==> src/rtl/mtce_pkg.sv <==
// Shared constants, types and a helper function for the tour cost evaluator.
package mtce_pkg;

    // Default build parameters
    localparam int MAX_SITES_DEF = 256;
    localparam int DIST_BITS_DEF = 16;

    // Fixed field widths
    localparam int SITE_W   = 8;
    localparam int DIST_W   = 16;
    localparam int ACC_W    = 24;
    localparam int EPS_W    = 32;
    localparam int FRAC_W   = 16;
    localparam int COST_W   = 41;
    localparam int PROD_W   = EPS_W + ACC_W;
    localparam int IN_DATA_W  = 48;
    localparam int OUT_DATA_W = 96;

    localparam logic [ACC_W-1:0] ACC_MAX = {ACC_W{1'b1}};

    // Configuration port
    localparam int PADDR_W = 3;
    localparam logic REG_COST_TYPE = 1'b0;
    localparam logic REG_EPS_FRAC  = 1'b1;

    // Item kinds carried in tuser
    localparam logic OP_TABLE_WR = 1'b0;
    localparam logic OP_SITE     = 1'b1;

    // Cost selection
    localparam logic COST_TOTAL   = 1'b0;
    localparam logic COST_MINIMAX = 1'b1;

    // Commands from the controller to the datapath
    typedef struct packed {
        logic table_wr;   // write distance entry from the input item
        logic capture;    // latch a route site item
        logic rd_leg;     // read leg prev -> site
        logic step_leg;   // apply leg, open segment if needed, read closing leg
        logic add_close;  // add closing leg to segment
        logic tally;      // fold segment into total and max
        logic mult;       // epsilon times total
        logic emit;       // load result register, clear route sums
    } ctl_cmd_t;

    // Status from the datapath to the controller
    typedef struct packed {
        logic item_op;    // kind of the item on the input
        logic closing;    // captured site closes its segment
        logic route_end;  // captured site ends the route
        logic out_free;   // result register can take a new item
    } dp_stat_t;

    // Saturating accumulate
    function automatic logic [ACC_W-1:0] sat_add(input logic [ACC_W-1:0] a,
                                                 input logic [31:0] b);
        logic [32:0] s;
        s = 33'(a) + 33'(b);
        if (s > 33'(ACC_MAX))
            return ACC_MAX;
        return s[ACC_W-1:0];
    endfunction

endpackage

==> src/rtl/mtce_ctrl.sv <==
// Sequencing state machine for table writes and route site evaluation.
module mtce_ctrl (
    input  logic                clk,
    input  logic                rst_n,
    input  logic                s_tvalid,
    output logic                s_tready,
    input  mtce_pkg::dp_stat_t  stat,
    output mtce_pkg::ctl_cmd_t  cmd
);
    import mtce_pkg::*;

    typedef enum logic [2:0] {
        ST_IDLE,
        ST_LEG_RD,
        ST_LEG_ADD,
        ST_CLOSE_ADD,
        ST_TALLY,
        ST_MULT,
        ST_EMIT
    } state_t;

    state_t state_reg;
    state_t state_next;
    logic   accept;

    assign s_tready = (state_reg == ST_IDLE);
    assign accept   = s_tvalid && s_tready;

    // Next state and command decode
    always_comb
    begin
        state_next = state_reg;
        cmd        = '0;
        case (state_reg)
            ST_IDLE:
            begin
                if (accept)
                begin
                    if (stat.item_op == OP_SITE)
                    begin
                        cmd.capture = 1'b1;
                        state_next  = ST_LEG_RD;
                    end
                    else
                    begin
                        cmd.table_wr = 1'b1;
                    end
                end
            end
            ST_LEG_RD:
            begin
                cmd.rd_leg = 1'b1;
                state_next = ST_LEG_ADD;
            end
            ST_LEG_ADD:
            begin
                cmd.step_leg = 1'b1;
                state_next   = stat.closing ? ST_CLOSE_ADD : ST_IDLE;
            end
            ST_CLOSE_ADD:
            begin
                cmd.add_close = 1'b1;
                state_next    = ST_TALLY;
            end
            ST_TALLY:
            begin
                cmd.tally  = 1'b1;
                state_next = stat.route_end ? ST_MULT : ST_IDLE;
            end
            ST_MULT:
            begin
                cmd.mult   = 1'b1;
                state_next = ST_EMIT;
            end
            ST_EMIT:
            begin
                // hold until the result register is free
                if (stat.out_free)
                begin
                    cmd.emit   = 1'b1;
                    state_next = ST_IDLE;
                end
            end
            default:
            begin
                state_next = ST_IDLE;
            end
        endcase
    end

    // State register
    always_ff @(posedge clk or negedge rst_n)
    begin
        if (!rst_n)
            state_reg <= ST_IDLE;
        else
            state_reg <= state_next;
    end

endmodule

==> config.mk <==
export PLATFORM = sky130hd
export DESIGN_NAME = mtce_ctrl
export DESIGN_NICKNAME = d
export VERILOG_FILES = /design/src/rtl/mtce_pkg.sv /design/src/rtl/mtce_ctrl.sv
export SDC_FILE = /design/constraint.sdc
export NUM_CORES = 1
export LEC_CHECK = 0
export BUFFER_PORTS_ARGS = -buffer_cell sky130_fd_sc_hd__buf_4
export CAP_MARGIN = 20
export CORE_AREA = 2 2 39 41
export CTS_CLUSTER_DIAMETER = 40
export CTS_CLUSTER_SIZE = 28
export DETAILED_ROUTE_END_ITERATION = 12
export DIE_AREA = 0 0 41 43
export GPL_TIMING_DRIVEN = 0
export SKIP_LAST_GASP = 1
export SYNTH_ARGS = -nofsm -noshare
export SYNTH_HDL_FRONTEND = slang
export SYNTH_SLANG_ARGS = --single-unit
==> constraint.sdc <==
create_clock -name clk -period 1.27 [get_ports clk]
set_clock_uncertainty 0.15 [all_clocks]
set_input_delay 0.254 -clock clk [delete_from_list [all_inputs] [get_ports clk]]
set_output_delay 0.254 -clock clk [all_outputs]
set_load 0.005 [all_outputs]
[After elaboration in Yosys (flattened, before gate mapping)]
Index checks and enable logic that the tools add are counted.
Operators by class
  eq/ne operators: 9
  multiplexer cells: 17
  reduce and logical (&&, ||, !) cells: 3
Operator list (count)
  $pmux 3 s7: 1
  $mux 3: 4
  $eq 3x3->1 const B: 3
  $mux 1: 9
  $eq 3x2->1 const B: 2
  $mux 2: 3
  $ne 2x1->1 const B: 2
  $eq 3x1->1 const B: 1
  $logic_not 3->1: 1
  $reduce_and 3->1: 1
  $ne 2x2->1 const B: 1
  $logic_and 1x1->1: 1
Word-level totals
  bits in registers: 3
  output and inout bits: 9
  word-level logic and storage cells: 30

[Longest topological paths before layout]
  depth after elaboration: 4
  depth in mapped cells: 4

[Least setup slack after synthesis]
Ideal clock, no wire load.
  kind: flip-flop to output port
  from: register state_reg[1]
  to: output port cmd[7] (netlist bit)
  data arrival time: 0.847 ns
  setup slack: 0.019 ns
  cell stages (with the launch flop): 5
  buffers on the path: 1
  cell sequence: dfrtp_1 > buf_6 > nor3_4 > nand2_1 > nor2_1
RTL lines
  start: declaration: line mtce_ctrl.sv:22  | state_t state_reg;
  start signal: assignment: line mtce_ctrl.sv:97  | state_reg <= state_next;
  end: declaration: line mtce_ctrl.sv:8  | output mtce_pkg::ctl_cmd_t cmd

==> results.tsv <==
stage	metric	value	unit
run_status	status	finished with violations	
run_status	failing checks	setup timing	
clock_network	Max Buffers Root-to-Sink	2	
pwr	worst vdd ir	842	uV
placed_design	Final GP Congestion	0.693	
synthesis	Synth Instances	32	
pwr	Gate power share	0.740	
layout	P&R area growth vs syn	91.2	%
worst_hold_path	worst hold path class	in2reg	
route	drc violations	0	
clock_network	Clock transition at path regs	0.04	ns
global_routing	first-pass GRT wire length	1190	um
pwr	Power Internal	0.777	mW
global_routing	vias in the first global route	306	
synthesis	simple-gate area share of the yosys netlist	0.443	
layout	most common cell after layout, fill and taps aside	buf_4	
pwr	Clock power frac	0.134	
route	vias per inst	4.03	
timing	final worst slack	-0.290	ns
global_routing	largest net degree at the start of global routing	10	
setup_path	WS Path Type	reg2out	
setup_path	Worst Setup Start Kind	flip-flop	
route	Avg WL per Cell	9.42	um
timing	Final Hold Vio Count	0	
synthesis	Synth Area in Adders	0	
clock_network	CTS tree	done	
floorplanning	Die W	41	um
synthesis	Mean Syn Cell Area	8.91	um2
synthesis	synthesized flop and latch total	3	
synthesis	post-synthesis sequential area ratio	0.263	
layout	ANT cells	0	
setup_path	FF-to-FF setup slack	0.06	ns
layout	most frequent cells in the layout	22 x buf_4, 4 x buf_6	
worst_hold_path	worst hold endpoint	state_reg[0]	
setup_path	Required @ worst endpoint	0.87	ns
floorplanning	die area	1760	um2
global_routing	initial antenna violation count	0	
synthesis	cell area after synthesis	285	um2
placed_design	placed insts	63	
setup_path	worst-path fanout max	9	
layout	non-filler instance count after layout	76	
timing	Final Setup Violations	9	
synthesis	post-synth cell types	18	
floorplanning	initial core utilization	0.206	
layout	layout cells sized above 1	0.717	
pwr	fraction of power spent switching nets	0.365	
pwr	Seq pwr share	0.126	
route	post-route ant nets	0	
timing	Max-slew headroom	0.885	
placed_design	DP Wirelength	449	um
setup_path	Critical R2R Capture	state_reg[2]	
clock_network	CTS H-tree depth	1	
timing	worst-margin pin slew	0.173	ns
clock_network	Root Buffer	clkbuf_4	
setup_path	delay-heaviest family, CP	flip-flops	
setup_path	WP data arrival	1.16	ns
timing	Final Cycle Share	1.23	
layout	Fillers	153	
setup_path	worst-path cell chain	buf_6 > inv_4 > nand3_2 > nor3_2 > buf_4	
clock_network	CTS Buf Count	3	
floorplanning	Vert. Die Dim	43	um
clock_network	Clock Latency Late Sink	0.23	ns
setup_path	slowest stage delay, CP	0.36	ns
global_routing	aggregate global routing overflow	0	
synthesis	Synth Warn #	0	
timing	Total Neg Setup Slack	-2.02	ns
layout	max FFs per register	3	
route	Initial DRT Pass Iterations	4	
setup_path	Max stage delay cell, worst path	dfrtp_1	
placed_design	pre-CTS setup slack	-0.0734	ns
worst_hold_path	worst hold stages	3	
setup_path	R2R depth	5	
clock_network	CTS Sinks	3	
route	drt initial violations	3	
timing	RSZ-0062 raised after global routing	true	
synthesis	syn_nets	39	
timing	Max Slew Vio Count	0	
placed_design	IO buf count	15	
synthesis	mux share of post-synthesis cell area	0	
timing	maximum clock rate	0.641	GHz
synthesis	Compound-Gate Fraction of Synth Area	0.154	
synthesis	main combinational cell family by area after synthesis	simple AND/OR/NAND/NOR gates	
setup_path	Worst Path Buf+Inv	3	
layout	Layout Nets	68	
route	routed wire length	716	um
timing	crit path time final	1.56	ns
pwr	Psw	0.448	mW
synthesis	Post-Synth XOR/XNOR Area	0	
setup_path	Crit. End Element	output port	
worst_hold_path	worst hold start	stat[2]	
pwr	Power Density	2240	nW/um2
floorplanning	row cnt	14	
flow_run	Max Cap Viol	0	
pwr	Leak Pwr	0.270	nW
global_routing	GRT Util Overall	0.103	
route	vias	306	
floorplanning	Core ar.	1380	um2
floorplanning	IO Pins	16	
setup_path	FF-to-FF Start	state_reg[0]	
-- layout make-up --
class / count / area, um2 / share of cell area
multi-input combinational: 25 / 198 / 0.362
timing repair buffer: 24 / 186 / 0.342
sequential: 3 / 75.1 / 0.138
tap: 16 / 20.0 / 0.0367
buffer: 3 / 33.8 / 0.0619
clock buffer: 4 / 26.3 / 0.0482
inverter: 1 / 6.26 / 0.0115
-- per-layer routing --
layer  global-route usage  routed length (um)
met5                    0                   0
met4               0.0800                   0
met3               0.0314                  50
met2                0.156                 371
met1                0.110                 294
-- power by group through the flow --
stage	clock (mW)	combinational, mW	sequential, mW
after floorplan	0	0.460	0.154
after CTS	0.173	0.867	0.155
after global routing	0.176	0.982	0.158
final	0.164	0.906	0.154
after detailed placement	0	0.662	0.156
after global placement	0	0.659	0.155
-- stage by stage --
step	instance area [um2]	hold WS [ns]	util	power (mW)
6_report	546	0.143	0.394	1.22
5_1_grt	546	0.150	0.394	1.32
2_1_floorplan	285	-0.192	-	0.614
3_5_place_dp	418	-0.106	0.302	0.817
4_1_cts	532	0.137	0.384	1.19
3_3_place_gp	418	-0.106	0.302	0.814
-- how the worst max path moves through the flow --
stage                  from  slack (ns)  depth (start not counted)      to
6_report       state_reg[2]       -0.29                          5  cmd[6]
5_1_grt        state_reg[2]       -0.35                          5  cmd[6]
4_1_cts        state_reg[1]       -0.30                          5  cmd[7]
3_5_place_dp   state_reg[1]       -0.07                          5  cmd[7]
3_3_place_gp   state_reg[1]       -0.07                          5  cmd[7]
2_1_floorplan  state_reg[1]        0.02                          4  cmd[7]
-- timing repair --
action | 4_1_cts | 5_1_grt
gates resized for setup | 5 | 2
buffers inserted | 7 | 1
endpoints found under the setup margin | 9 | 9
hold endpoints to repair | 3 | 0
pin swaps | 1 | 1
hold buffers | 1 | 0
-- logic make-up after synthesis --
family / Yosys count
simple gates: 19
flops: 3
compound gates: 6
buf+inv: 4
-- worst reg2reg max path: stages, from the launching register on --
cell and delay (ns):
dfrtp_1 0.36, buf_6 0.14, buf_4 0.14, nor3b_1 0.17, o21ai_0 0.10, o21ai_0 0.07
-- cell usage after synthesis (all sizes together) --
cell type / instances / area, um2
a221oi: 1 / 15.0
nand3: 1 / 10.0
nand2: 3 / 13.8
dfrtp: 3 / 75.1
nor2: 6 / 22.5
and2: 1 / 6.26
a21oi: 1 / 5.00
o21ai: 4 / 23.8
nor2b: 1 / 6.26
inv: 1 / 6.26
nor3: 3 / 26.3
buf: 3 / 33.8
nand2b: 3 / 33.8
nor3b: 1 / 7.51
Note: power is estimated with default switching activity, not from simulation.
